[src/hdl/szkm_pkg.sv]
// ----------------------------------------------------------------------------
// szkm_pkg: shared types and constants for the sampler zone key map
// Holds the item kinds, the controller states, the zone record and the
// command and status bundles that run between the controller and datapath.
// ----------------------------------------------------------------------------
`default_nettype none

package szkm_pkg;

	localparam int NOTE_W = 7;
	localparam int VEL_W  = 8;
	localparam int KIND_W = 2;
	localparam int IDX_W  = 4;
	localparam int DIST_W = 8;

	localparam logic MODE_EXPLICIT = 1'b0;
	localparam logic MODE_NEAREST  = 1'b1;

	typedef enum logic [KIND_W-1:0] {
		KIND_LOAD    = 2'd0,
		KIND_CLEAR   = 2'd1,
		KIND_REBUILD = 2'd2,
		KIND_LOOKUP  = 2'd3
	} kind_t;

	typedef enum logic [3:0] {
		ST_IDLE,
		ST_LOAD,
		ST_CLEAR,
		ST_RB_INIT,
		ST_RB_SCAN,
		ST_RB_WRITE,
		ST_LK_READ,
		ST_LK_MASK,
		ST_LK_SCAN,
		ST_FINISH
	} state_t;

	// One entry of the zone table.
	typedef struct packed {
		logic [NOTE_W-1:0]       root;
		logic [NOTE_W-1:0]       lo_note;
		logic [NOTE_W-1:0]       hi_note;
		logic signed [VEL_W-1:0] lo_vel;
		logic signed [VEL_W-1:0] hi_vel;
	} zone_t;

	// Commands from the controller to the datapath.
	typedef struct packed {
		logic capture;
		logic load_wr;
		logic clear;
		logic zone_init;
		logic scan_issue;
		logic scan_lookup;
		logic map_wr;
		logic map_rd;
		logic mask_ld;
		logic res_ld;
	} cmd_t;

	// Status from the datapath back to the controller.
	typedef struct packed {
		logic issue_done;
		logic busy;
		logic hit;
		logic note_last;
	} sts_t;

	// The reported zone index is the low bits of the zone number.
	function automatic logic [IDX_W-1:0] low_idx(input logic [6:0] v);
		return v[IDX_W-1:0];
	endfunction

endpackage

`default_nettype wire

[src/hdl/szkm_ctrl.sv]
// ----------------------------------------------------------------------------
// szkm_ctrl: sequencing controller of the zone key map
// Decodes each accepted item and steps the datapath through load, clear,
// rebuild and lookup sequences; owns the result valid flag.
// ----------------------------------------------------------------------------
`default_nettype none

module szkm_ctrl (
	input  logic                            clk,
	input  logic                            arst_n,
	input  logic                            in_valid,
	output logic                            in_stall,
	input  logic [szkm_pkg::KIND_W-1:0]     kind,
	output logic                            out_valid,
	input  logic                            out_stall,
	output szkm_pkg::cmd_t                  cmd,
	input  szkm_pkg::sts_t                  sts
);
	import szkm_pkg::*;

	state_t state_q;
	state_t state_d;
	logic   out_valid_q;

	always_ff @(posedge clk or negedge arst_n) begin
		if (!arst_n) begin
			state_q     <= ST_IDLE;
			out_valid_q <= 1'b0;
		end else begin
			state_q     <= state_d;
			out_valid_q <= cmd.res_ld | (out_valid_q & out_stall);
		end
	end

	always_comb begin
		state_d  = state_q;
		cmd      = '0;
		in_stall = (state_q != ST_IDLE);
		unique case (state_q)
			ST_IDLE: begin
				if (in_valid) begin
					cmd.capture = 1'b1;
					unique case (kind_t'(kind))
						KIND_LOAD:    state_d = ST_LOAD;
						KIND_CLEAR:   state_d = ST_CLEAR;
						KIND_REBUILD: state_d = ST_RB_INIT;
						KIND_LOOKUP:  state_d = ST_LK_READ;
						default:      state_d = ST_IDLE;
					endcase
				end
			end
			ST_LOAD: begin
				cmd.load_wr = 1'b1;
				state_d     = ST_FINISH;
			end
			ST_CLEAR: begin
				cmd.clear = 1'b1;
				state_d   = ST_FINISH;
			end
			ST_RB_INIT: begin
				cmd.zone_init = 1'b1;
				state_d       = ST_RB_SCAN;
			end
			ST_RB_SCAN: begin
				cmd.scan_issue = 1'b1;
				if (sts.issue_done && !sts.busy) begin
					state_d = ST_RB_WRITE;
				end
			end
			ST_RB_WRITE: begin
				cmd.map_wr = 1'b1;
				state_d    = sts.note_last ? ST_FINISH : ST_RB_INIT;
			end
			ST_LK_READ: begin
				cmd.map_rd = 1'b1;
				state_d    = ST_LK_MASK;
			end
			ST_LK_MASK: begin
				cmd.mask_ld   = 1'b1;
				cmd.zone_init = 1'b1;
				state_d       = ST_LK_SCAN;
			end
			ST_LK_SCAN: begin
				cmd.scan_issue  = 1'b1;
				cmd.scan_lookup = 1'b1;
				if (sts.hit || (sts.issue_done && !sts.busy)) begin
					state_d = ST_FINISH;
				end
			end
			ST_FINISH: begin
				// The result register frees up in the same cycle it is taken.
				if (!out_valid_q || !out_stall) begin
					cmd.res_ld = 1'b1;
					state_d    = ST_IDLE;
				end
			end
			default: state_d = ST_IDLE;
		endcase
	end

	assign out_valid = out_valid_q;

endmodule

`default_nettype wire

[src/hdl/szkm_dp.sv]
// ----------------------------------------------------------------------------
// szkm_dp: datapath of the zone key map
// Zone table memory, per-note map memory with valid bits, the zone scan
// pipeline for rebuild and lookup, and the result registers.
// ----------------------------------------------------------------------------
`default_nettype none

module szkm_dp #(
	parameter int ZONES      = 16,
	parameter int NOTE_COUNT = 128
) (
	input  logic                              clk,
	input  logic                              arst_n,
	input  szkm_pkg::cmd_t                    cmd,
	output szkm_pkg::sts_t                    sts,
	input  logic                              mode,
	input  logic [szkm_pkg::NOTE_W-1:0]       note,
	input  logic [szkm_pkg::NOTE_W-1:0]       velocity,
	input  logic [szkm_pkg::NOTE_W-1:0]       min_note,
	input  logic [szkm_pkg::NOTE_W-1:0]       max_note,
	input  logic signed [szkm_pkg::VEL_W-1:0] min_velocity,
	input  logic signed [szkm_pkg::VEL_W-1:0] max_velocity,
	output logic                              found,
	output logic [szkm_pkg::IDX_W-1:0]        zone_index,
	output logic                              status
);
	import szkm_pkg::*;

	localparam int ZAW = (ZONES > 1) ? $clog2(ZONES) : 1;
	localparam int ZCW = $clog2(ZONES + 1);
	localparam int NAW = (NOTE_COUNT > 1) ? $clog2(NOTE_COUNT) : 1;

	// Captured item fields.
	logic [NOTE_W-1:0] note_q;
	logic [NOTE_W-1:0] vel_q;
	zone_t             zin_q;

	// Zone table.
	zone_t             zone_mem [ZONES];
	zone_t             zone_rd_s1;
	logic [ZCW-1:0]    count_q;
	logic              room;

	// Zone scan.
	logic [ZCW-1:0]    zi_q;
	logic [ZAW-1:0]    z_s1;
	logic              rd_vld_s1;
	logic              issue;
	logic              hit_q;

	// Note map.
	logic [ZONES-1:0]      map_mem [NOTE_COUNT];
	logic [NOTE_COUNT-1:0] map_vld_q;
	logic [ZONES-1:0]      map_rd_s1;
	logic                  map_hit_s1;
	logic [NAW-1:0]        n_q;
	logic [ZONES-1:0]      acc_q;
	logic [DIST_W-1:0]     best_q;
	logic [ZONES-1:0]      mask_q;

	// Pending and delivered results.
	logic              pfound_q;
	logic [IDX_W-1:0]  pidx_q;
	logic              pstat_q;
	logic              found_q;
	logic [IDX_W-1:0]  idx_q;
	logic              stat_q;

	// Evaluation terms.
	logic [NOTE_W-1:0] rnote;
	logic [NOTE_W-1:0] root_gap;
	logic [DIST_W-1:0] dist_w;
	logic              in_range;
	logic [ZONES-1:0]  bit_z;
	logic              vel_ok;
	logic              single;
	logic              in_note;
	logic              rb_eval;
	logic              lk_hit;

	assign room    = (count_q < ZCW'(ZONES));
	assign issue   = cmd.scan_issue && (zi_q != count_q) && !hit_q;
	assign in_note = ({1'b0, note_q} < DIST_W'(NOTE_COUNT));

	always_comb begin
		rnote    = NOTE_W'(n_q);
		root_gap = (zone_rd_s1.root > rnote) ? (zone_rd_s1.root - rnote)
		                                     : (rnote - zone_rd_s1.root);
		dist_w   = {1'b0, root_gap};
		in_range = (rnote >= zone_rd_s1.lo_note) && (rnote <= zone_rd_s1.hi_note);
		bit_z    = ZONES'(1) << z_s1;
		vel_ok   = zone_rd_s1.lo_vel[VEL_W-1] || zone_rd_s1.hi_vel[VEL_W-1] ||
		           (($signed({1'b0, vel_q}) >= zone_rd_s1.lo_vel) &&
		            ($signed({1'b0, vel_q}) <= zone_rd_s1.hi_vel));
		single   = (mask_q != '0) && ((mask_q & (mask_q - ZONES'(1))) == '0);
		rb_eval  = rd_vld_s1 && cmd.scan_issue && !cmd.scan_lookup;
		lk_hit   = rd_vld_s1 && cmd.scan_lookup && !hit_q && mask_q[z_s1] &&
		           (single || vel_ok);
	end

	// Control state.
	always_ff @(posedge clk or negedge arst_n) begin
		if (!arst_n) begin
			count_q   <= '0;
			zi_q      <= '0;
			rd_vld_s1 <= 1'b0;
			hit_q     <= 1'b0;
			map_vld_q <= '0;
		end else begin
			rd_vld_s1 <= issue;
			if (cmd.clear) begin
				count_q   <= '0;
				map_vld_q <= '0;
			end else begin
				if (cmd.load_wr && room) begin
					count_q <= count_q + ZCW'(1);
				end
				if (cmd.map_wr) begin
					map_vld_q[n_q] <= 1'b1;
				end
			end
			if (cmd.zone_init) begin
				zi_q  <= '0;
				hit_q <= 1'b0;
			end else begin
				if (issue) begin
					zi_q <= zi_q + ZCW'(1);
				end
				if (lk_hit) begin
					hit_q <= 1'b1;
				end
			end
		end
	end

	// Zone table memory.
	always_ff @(posedge clk) begin
		if (cmd.load_wr && room) begin
			zone_mem[count_q[ZAW-1:0]] <= zin_q;
		end
		if (issue) begin
			zone_rd_s1 <= zone_mem[zi_q[ZAW-1:0]];
		end
	end

	// Note map memory.
	always_ff @(posedge clk) begin
		if (cmd.map_wr) begin
			map_mem[n_q] <= acc_q;
		end
		if (cmd.map_rd) begin
			map_rd_s1 <= map_mem[note_q[NAW-1:0]];
		end
	end

	// Payload registers.
	always_ff @(posedge clk) begin
		if (cmd.capture) begin
			note_q        <= note;
			vel_q         <= velocity;
			zin_q.root    <= note;
			zin_q.lo_note <= min_note;
			zin_q.hi_note <= max_note;
			zin_q.lo_vel  <= min_velocity;
			zin_q.hi_vel  <= max_velocity;
			n_q           <= '0;
			pfound_q      <= 1'b0;
			pidx_q        <= '0;
			pstat_q       <= 1'b0;
		end
		if (issue) begin
			z_s1 <= zi_q[ZAW-1:0];
		end
		if (cmd.load_wr) begin
			if (room) begin
				pidx_q <= low_idx(7'(count_q));
			end else begin
				pstat_q <= 1'b1;
			end
		end
		if (cmd.zone_init) begin
			acc_q  <= '0;
			best_q <= DIST_W'(NOTE_COUNT);
		end else if (rb_eval) begin
			if (mode == MODE_EXPLICIT) begin
				if (in_range) begin
					acc_q <= acc_q | bit_z;
				end
			end else begin
				// Nearest root: a strictly closer zone restarts the set.
				if (dist_w < best_q) begin
					best_q <= dist_w;
					acc_q  <= bit_z;
				end else if (dist_w == best_q) begin
					acc_q <= acc_q | bit_z;
				end
			end
		end
		if (cmd.map_wr) begin
			n_q <= n_q + NAW'(1);
		end
		if (cmd.map_rd) begin
			map_hit_s1 <= in_note && map_vld_q[note_q[NAW-1:0]];
		end
		if (cmd.mask_ld) begin
			mask_q <= map_hit_s1 ? map_rd_s1 : '0;
		end
		if (lk_hit) begin
			pfound_q <= 1'b1;
			pidx_q   <= low_idx(7'(z_s1));
		end
		if (cmd.res_ld) begin
			found_q <= pfound_q;
			idx_q   <= pidx_q;
			stat_q  <= pstat_q;
		end
	end

	always_comb begin
		sts.issue_done = (zi_q == count_q);
		sts.busy       = rd_vld_s1;
		sts.hit        = hit_q;
		sts.note_last  = (n_q == NAW'(NOTE_COUNT - 1));
	end

	assign found      = found_q;
	assign zone_index = idx_q;
	assign status     = stat_q;

endmodule

`default_nettype wire

[src/hdl/sampler_zone_key_map.sv]
// ----------------------------------------------------------------------------
// sampler_zone_key_map: key and velocity zone map of a sample player
// A load or clear writes or empties the zone table and then finishes; a lookup
// reads the note map, loads the zone mask and scans zones through the zone table
// read port (at most the loaded zone count); a rebuild scans every loaded zone
// for each of the NOTE_COUNT notes. One item is in work at a time.
// Reset clears the zone count, the map valid bits and the mode register.
// ----------------------------------------------------------------------------
`default_nettype none

module sampler_zone_key_map #(
	parameter int ZONES      = 16,
	parameter int NOTE_COUNT = 128
) (
	input  logic                              clk,
	input  logic                              arst_n,
	// Configuration: the mode register, written whenever cfg_wr_en is high.
	input  logic                              cfg_wr_en,
	input  logic                              cfg_wr_data,
	// Input channel.
	input  logic                              in_valid,
	output logic                              in_stall,
	input  logic [szkm_pkg::KIND_W-1:0]       kind,
	input  logic [szkm_pkg::NOTE_W-1:0]       note,
	input  logic [szkm_pkg::NOTE_W-1:0]       velocity,
	input  logic [szkm_pkg::NOTE_W-1:0]       min_note,
	input  logic [szkm_pkg::NOTE_W-1:0]       max_note,
	input  logic signed [szkm_pkg::VEL_W-1:0] min_velocity,
	input  logic signed [szkm_pkg::VEL_W-1:0] max_velocity,
	// Output channel.
	output logic                              out_valid,
	input  logic                              out_stall,
	output logic                              found,
	output logic [szkm_pkg::IDX_W-1:0]        zone_index,
	output logic                              status
);
	import szkm_pkg::*;

	// The mode is only looked at while a rebuild walks the notes, so it is a
	// plain register with no shadow copy.
	logic mode_q;
	cmd_t cmd;
	sts_t sts;

	always_ff @(posedge clk or negedge arst_n) begin
		if (!arst_n) begin
			mode_q <= MODE_EXPLICIT;
		end else if (cfg_wr_en) begin
			mode_q <= cfg_wr_data;
		end
	end

	// The controller accepts a transfer only in its idle state. It can do so
	// while an earlier result still sits in the output register; the new
	// result then waits in the datapath's pending registers until that
	// register has been taken.
	szkm_ctrl u_ctrl (
		.clk       (clk),
		.arst_n    (arst_n),
		.in_valid  (in_valid),
		.in_stall  (in_stall),
		.kind      (kind),
		.out_valid (out_valid),
		.out_stall (out_stall),
		.cmd       (cmd),
		.sts       (sts)
	);

	// The datapath holds the zone table and the per-note zone masks. Both a
	// rebuild and a lookup walk the loaded zones in load order through one
	// registered read port of the zone table; a lookup stops at the first
	// zone that qualifies.
	szkm_dp #(
		.ZONES      (ZONES),
		.NOTE_COUNT (NOTE_COUNT)
	) u_dp (
		.clk          (clk),
		.arst_n       (arst_n),
		.cmd          (cmd),
		.sts          (sts),
		.mode         (mode_q),
		.note         (note),
		.velocity     (velocity),
		.min_note     (min_note),
		.max_note     (max_note),
		.min_velocity (min_velocity),
		.max_velocity (max_velocity),
		.found        (found),
		.zone_index   (zone_index),
		.status       (status)
	);

endmodule

`default_nettype wire

[config.mk]
export PLATFORM = sky130hd
export DESIGN_NAME = sampler_zone_key_map
export DESIGN_NICKNAME = d
export VERILOG_FILES = /design/src/hdl/szkm_pkg.sv /design/src/hdl/szkm_ctrl.sv /design/src/hdl/szkm_dp.sv /design/src/hdl/sampler_zone_key_map.sv
export SDC_FILE = /design/constraint.sdc
export NUM_CORES = 2
export LEC_CHECK = 0
export BUFFER_PORTS_ARGS = -buffer_cell sky130_fd_sc_hd__buf_2
export CAP_MARGIN = 20
export CORE_MARGIN = 2
export CORE_UTILIZATION = 40
export CTS_BUF_LIST = sky130_fd_sc_hd__clkbuf_16
export CTS_CLUSTER_SIZE = 30
export DETAILED_ROUTE_END_ITERATION = 12
export GPL_ROUTABILITY_DRIVEN = 0
export HOLD_SLACK_MARGIN = 0.1
export PLACE_DENSITY_LB_ADDON = 0.15
export SLEW_MARGIN = 20
export SYNTH_ARGS = -nofsm -noshare
export SYNTH_HDL_FRONTEND = slang
export SYNTH_SLANG_ARGS = --single-unit
[constraint.sdc]
create_clock -name clk -period 6.5 [get_ports clk]
set_input_delay 1.3 -clock clk [delete_from_list [all_inputs] [get_ports clk]]
set_output_delay 1.3 -clock clk [all_outputs]
set_load 0.02 [all_outputs]
Word level (Yosys, flattened, before mapping)
Memory sizes are Yosys's and may differ from the RTL's. A register that Yosys moved wholly into a read port is not among the register bits. Cells that the tools add are included.

Add/sub/neg operators: 6. Order comparisons: 11. Equality and inequality tests: 21. Shift operators: 1. Multiplexer cells: 51. Bitwise logic cells: 5. Reduce and logical (&&, ||, !) cells: 41.

Operator list (number): 2-to-1 mux 128 bit (2); OR 128 bit (1); 2-to-1 mux 16 bit (4); 2-to-1 mux 4 bit (9); case mux 4 bit (9 select lines) (1); 2-to-1 mux 1 bit (24); 2-to-1 mux 7 bit (3); 2-to-1 mux 5 bit (4); bitwise AND 16 bit (1); equality test 4 x 3 -> 1 bit, second input constant (4); logical NOT 16 bit (1); < comparator 7 x 8 -> 1 bit, second input constant (2); OR 16 bit (1); case mux 4 bit (4 select lines) (1); nonzero test 16 bit (1); left shift 1 x 4 -> 16 bit, first input constant (1); subtractor 16 x 1 -> 16 bit, second input constant (1); logical AND 1 bit (14); subtractor 7 bit (2); nonzero test 2 bit (6); adder 5 x 1 -> 5 bit, second input constant (2); equality test 4 x 2 -> 1 bit, second input constant (2); equality test 4 bit, second input constant (2); equality test 7 x 8 -> 1 bit (1); 32 further kinds (46).

Register bits: 254. RAM bits: 2640. Input port bits: 52. Output and inout port bits: 8. Memories kept: 2.

Memory list: u_dp.map_mem (words 128, width 16, rd ports 1, clocked after memory_dff 1, write ports 1, RTL line szkm_dp.sv:52) `logic [ZONES-1:0] map_mem [NOTE_COUNT];`; u_dp.zone_mem (words 16, width 37, rd ports 1, clocked after memory_dff 1, write ports 1, RTL line szkm_dp.sv:39) `zone_t zone_mem [ZONES];`.

Logic depth before layout (Yosys ltp)
Depth in word-level cells: 8. Gate-level depth with buffers: 22. Depth with buffers taken out: 19.

Cells and area by module
From an unflattened synthesis, not the netlist that was laid out.

Cells, all modules: 5713. Area, all modules: 114123.2 µm².

By module, submodules not included: szkm_dp (times used 1, cells each 5655, area an instance 113667.8 µm²); szkm_ctrl (times used 1, cells each 56, area an instance 415.4 µm²); sampler_zone_key_map (times used 1, cells each 2, area an instance 40.0 µm²).

Worst setup path before layout
Ideal clock, no wire load.

Kind: flip-flop to flip-flop. From: register u_dp.zi_q[0]. To: register u_dp.zi_q[3]. Data arrival time: 4889 ps. Required time: 6368 ps. Slack: 1479 ps. Cell stages (with the launch flop): 10. Buffers on the path: 2. Clock period less this slack: 5021 ps. Cells stage by stage: dfrtp_1 > clkbuf_1 > clkbuf_1 > xnor2_1 > nand3_1 > nor3_1 > nor3_1 > nand4_1 > xor2_1 > nor2_1.

Longest elaborated chain between the ends: 4.

RTL lines: from (decl) (RTL line szkm_dp.sv:45) `logic [ZCW-1:0] zi_q;`; from (signal assigned) (RTL line szkm_dp.sv:127) `zi_q <= zi_q + ZCW'(1);`; != test 5 bit (RTL line szkm_dp.sv:82) `assign issue = cmd.scan_issue && (zi_q != count_q) && !hit_q;`; logical AND 1 bit (2 in a row) (RTL line szkm_dp.sv:82); named net u_dp.issue (RTL line szkm_dp.sv:48) `logic issue;`; nonzero test 2 bit (no source line).

The timed path passes the listed nets, and every way through them passes these cells. The select of a mux whose other input is x is not followed. A chain may end at the register's enable or synchronous reset.

Worst setup path in the final report
From: register u_dp.n_q[2]. To: register u_dp.best_q[6].

Longest elaborated chain between the ends: 4.

RTL lines: from (decl) (RTL line szkm_dp.sv:56) `logic [NAW-1:0] n_q;`; from (signal assigned) (RTL line szkm_dp.sv:200) `n_q <= n_q + NAW'(1);`; subtractor 7 bit, or another cell as far along (RTL line szkm_dp.sv:88) `: (rnote - zone_rd_s1.root);`; 2-to-1 mux 7 bit (*) (RTL line szkm_dp.sv:87) `root_gap = (zone_rd_s1.root > rnote) ? (zone_rd_s1.root - rnote)`; named net u_dp.root_gap[5] (RTL line szkm_dp.sv:71) `logic [NOTE_W-1:0] root_gap;`; < comparator 7 x 8 -> 1 bit (*) (RTL line szkm_dp.sv:191) `if (dist_w < best_q) begin`; AND reduction 3 bit (no source line) (*); to (signal assigned) (RTL line szkm_dp.sv:183) `best_q <= DIST_W'(NOTE_COUNT);`; to (signal assigned) (RTL line szkm_dp.sv:192) `best_q <= dist_w;`; to (decl) (RTL line szkm_dp.sv:58) `logic [DIST_W-1:0] best_q;`.

Mark *: on every way through the listed nets, which the timed path passes. The rest lies on a longest branch.

==> results_dict.tcl <==
set metrics [dict create \
    crit_path_end_kind "flop" \
    die_area_sq_um 289000 \
    syn_avg_cell_area_sq_um 22.7 \
    wirelength_um 288000 \
    die_h_um 537 \
    synth_ff_type "edfxtp_1" \
    skew_ns 0.0472 \
    internal_power_w 0.0343 \
    multi_input_area_sq_um 25300 \
    synth_most_common_cell "edfxtp_1" \
    timing.final.crit_period_ns 5.23 \
    worst_pin_slew_ns 1.17 \
    grt_first_pass_wirelength_um 410000 \
    worstRegToRegCells 17 \
    worstSkewPairLatency_ns 0.90 \
    cts-hold-fix-buffers 0 \
    cts_tree "yes" \
    nets 5481 \
    clkTransAtPathRegs_ns 0.07 \
    start_kind "flop" \
    setup_viol 0 \
    cp.arrival_ns 6.07 \
    rsz0062_at_grt "false" \
    grt_max_degree 105 \
    fin_crit_sh 0.804 \
    synthCells 4999 \
    r2r_start "u_dp.n_q[2]$_SDFFCE_PN0P_" \
    p_clk_frac 0.380 \
    cts_buffer_depth 4 \
    slew_headroom 0.222 \
    maxSlewViolCount 0 \
    crit_start "u_dp.n_q[2]$_SDFFCE_PN0P_" \
    cp-endpoint "u_dp.best_q[6]$_SDFFE_PN0P_" \
    cts_buffers 317 \
    crit_path_max_fanout 14 \
    p_leak_nw 38.3 \
    synth_area_leaders "edfxtp_1, mux4_2, dfrtp_1, nor2_1, ha_1" \
    p_per_area_nw_per_um2 351 \
    reg2reg_to "u_dp.best_q[6]$_SDFFE_PN0P_" \
    routedWlPerCell_um 30.7 \
    cts_resized 0 \
    synth_top_area_frac 0.732 \
    ys.warnings.count 0 \
    p_switching_w 0.0115 \
    critPathKind "flop to flop" \
    maxCapViolations 0 \
    clock_sinks 2947 \
    fillers 23500 \
    status "finished clean" \
    finalNonFillerCells 9379 \
    synthTopCellsByCount "edfxtp_1, mux4_2, nor2_1" \
    num_vias 52500 \
    firstDrtPassIters 5 \
    die_w_um 537 \
    ys_seq_area_frac 0.769 \
    dp_cells 8794 \
    pwr-share-seq 0.486 \
    ys_seq_elements 2947 \
    fin_setup_tns_ns 0 \
    synth-edff-count 2771 \
    rrSetupSlack_ns 1.27 \
    grtUsageTotal 0.200 \
    switching_share 0.251 \
    layout-drive-gt1-share 0.314 \
    antenna_found_initial 8 \
    ant_nets 0 \
    hold_path.class "input port to asynchronous set/reset pin" \
    area_growth_pct 14.6 \
    core_area_sq_um 283000 \
    cts_setup_buffers 0 \
    yosysTopAreaCell "edfxtp_1" \
    clock-root-buffer "clkbuf_16" \
    portBuffers 59 \
    final-seq-area_sq_um 87500 \
    pwr-share-comb 0.134 \
    syn_nets 5107 \
    drc 0 \
    vias_per_cell 5.60 \
    htreeDepth 5 \
    hold_violations 0 \
    rows 195 \
    grt-ovfl-total 0 \
    required_ns 7.34 \
    netlist_area_sq_um 114000 \
    initial_core_util 0.403 \
    dp_hpwl_um 159000 \
    first_global_vias 54700 \
    hold_ws_ns 0.352 \
    drt_iter0_drc 5434 \
    ys_types 62 \
    async_flop_share 0.0495 \
    io-pin-count 60 \
    vdd_drop_max_mv 0.282 \
    max_clock_freq_mhz 191 \
]
==> layout make-up <==
type                       count  share of cell area
clock buffer                 324              0.0622
multi-input combinational   1743               0.194
sequential                  2947               0.672
tap                         3743              0.0359
inverter                      59             0.00170
timing repair buffer         305              0.0196
antenna                        2           0.0000384
clock inverter               256              0.0145
==> worst min path at each step <==
stage / from / end / cells past startpoint / slack (ns)
finish: arst_n / u_dp.map_vld_q[103]$_DFFE_PN0P_ / 1 / 0.35
global route: arst_n / u_dp.map_vld_q[96]$_DFFE_PN0P_ / 1 / 0.36
CTS: arst_n / u_dp.map_vld_q[101]$_DFFE_PN0P_ / 1 / 0.31
detailed placement: u_dp.pfound_q$_SDFFE_PP1P_ / u_dp.found$_DFFE_PP_ / 0 / 0.42
global placement: u_dp.pfound_q$_SDFFE_PP1P_ / u_dp.found$_DFFE_PP_ / 0 / 0.42
floorplan: u_dp.pfound_q$_SDFFE_PP1P_ / u_dp.found$_DFFE_PP_ / 0 / 0.41
==> stage by stage <==
step            util  worst slack (ns)  total power (W)  area (sq um)
2_1_floorplan      -              1.48           0.0267        114000
3_3_place_gp   0.425              1.29           0.0289        120000
3_5_place_dp   0.425              1.32           0.0289        120000
4_1_cts        0.461              1.29           0.0463        130000
5_1_grt        0.461             0.806           0.0475        130000
6_report       0.461              1.27           0.0457        130000
==> routing by layer <==
metal  up-vias  global-route usage  part of all wire
met3       333              0.0295             0.055
met2      1577               0.321              0.48
met5         -                   0                 0
met4         0              0.0463             0.020
met1     28900               0.289              0.44
li1      21700                   -                 -
==> worst max-delay path, cell delays in order (launching register included) <==
cell and delay [ns]:
edfxtp_1 0.57, inv_1 0.16, ha_1 0.40, and3b_1 0.21, or2_1 0.26, a221oi_2 0.38, nor2_2 0.17, mux2i_1 0.32
o221ai_1 0.20, xnor2_1 0.26, ha_1 0.29, a21o_1 0.18, a21oi_1 0.15, nor2_1 0.06, a211oi_1 0.38, nand3_1 0.49
or4_1 0.61, nand3_1 0.08
==> power by group through the flow <==
stage | clock network [W] | registers, W | logic [W]
floorplan | 0 | 0.0223 | 0.00439
global placement | 0 | 0.0226 | 0.00623
detailed placement | 0 | 0.0227 | 0.00625
CTS | 0.0178 | 0.0223 | 0.00626
global route | 0.0185 | 0.0223 | 0.00659
finish | 0.0174 | 0.0223 | 0.00611
==> logic make-up (layout without fill, tap and decap cells) <==
family	Yosys count	count (layout)	share of synthesized area
flip-flops	2947	2947	0.769
multiplexers	934	934	0.180
AND/OR/NAND/NOR	578	578	0.0216
buffers and inverters	309	944	0.0111
AO/OA/AOI/OAI	150	150	0.0100
adder cells (fa/ha/maj)	59	59	0.00656
XOR/XNOR	22	22	0.00169
other	0	2	0
==> registers in the layout (all words and copies together), names as in the netlist, 5 cells and up <==
| name | cells |
|---|---|
| u_dp.mask_q | 16 |
| u_dp.vel_q | 7 |
| u_dp.best_q | 8 |
| u_dp.zi_q | 5 |
| u_dp.count_q | 5 |
| u_dp.acc_q | 16 |
| u_dp.n_q | 7 |
| u_dp.map_mem | 2048 |
| u_dp.zone_mem | 592 |
| u_dp.zin_q | 30 |
| u_dp.map_vld_q | 128 |
| u_dp.map_rd_s1 | 16 |
| u_dp.zone_rd_s1 | 37 |
| u_dp.note_q | 7 |
==> cells in the final DEF (no fill, tap or decap), drive strengths merged, types with 4 or more instances in the layout <==
| cell type | count |
|---|---|
| edfxtp | 2771 |
| mux4 | 887 |
| nor2 | 410 |
| clkbuf | 324 |
| buf | 305 |
| dfrtp | 146 |
| inv | 142 |
| clkinv | 141 |
| ha | 54 |
| nand2 | 48 |
| mux2i | 42 |
| and2 | 37 |
| dfxtp | 30 |
| bufinv | 24 |
| a21oi | 22 |
| o21ai | 20 |
| o21ba | 18 |
| a22oi | 17 |
| o21a | 17 |
| a32o | 16 |
| xnor2 | 15 |
| nand3 | 15 |
| nor3 | 12 |
| nor2b | 9 |
| and3 | 8 |
| nand2b | 8 |
| clkinvlp | 8 |
| nand4 | 7 |
| xor2 | 7 |
| a21o | 6 |
| a211oi | 6 |
| nor4 | 6 |
| mux2 | 5 |
| a31oi | 5 |
| o31ai | 4 |
| or3 | 4 |
Power figures use the tool's default switching activity.
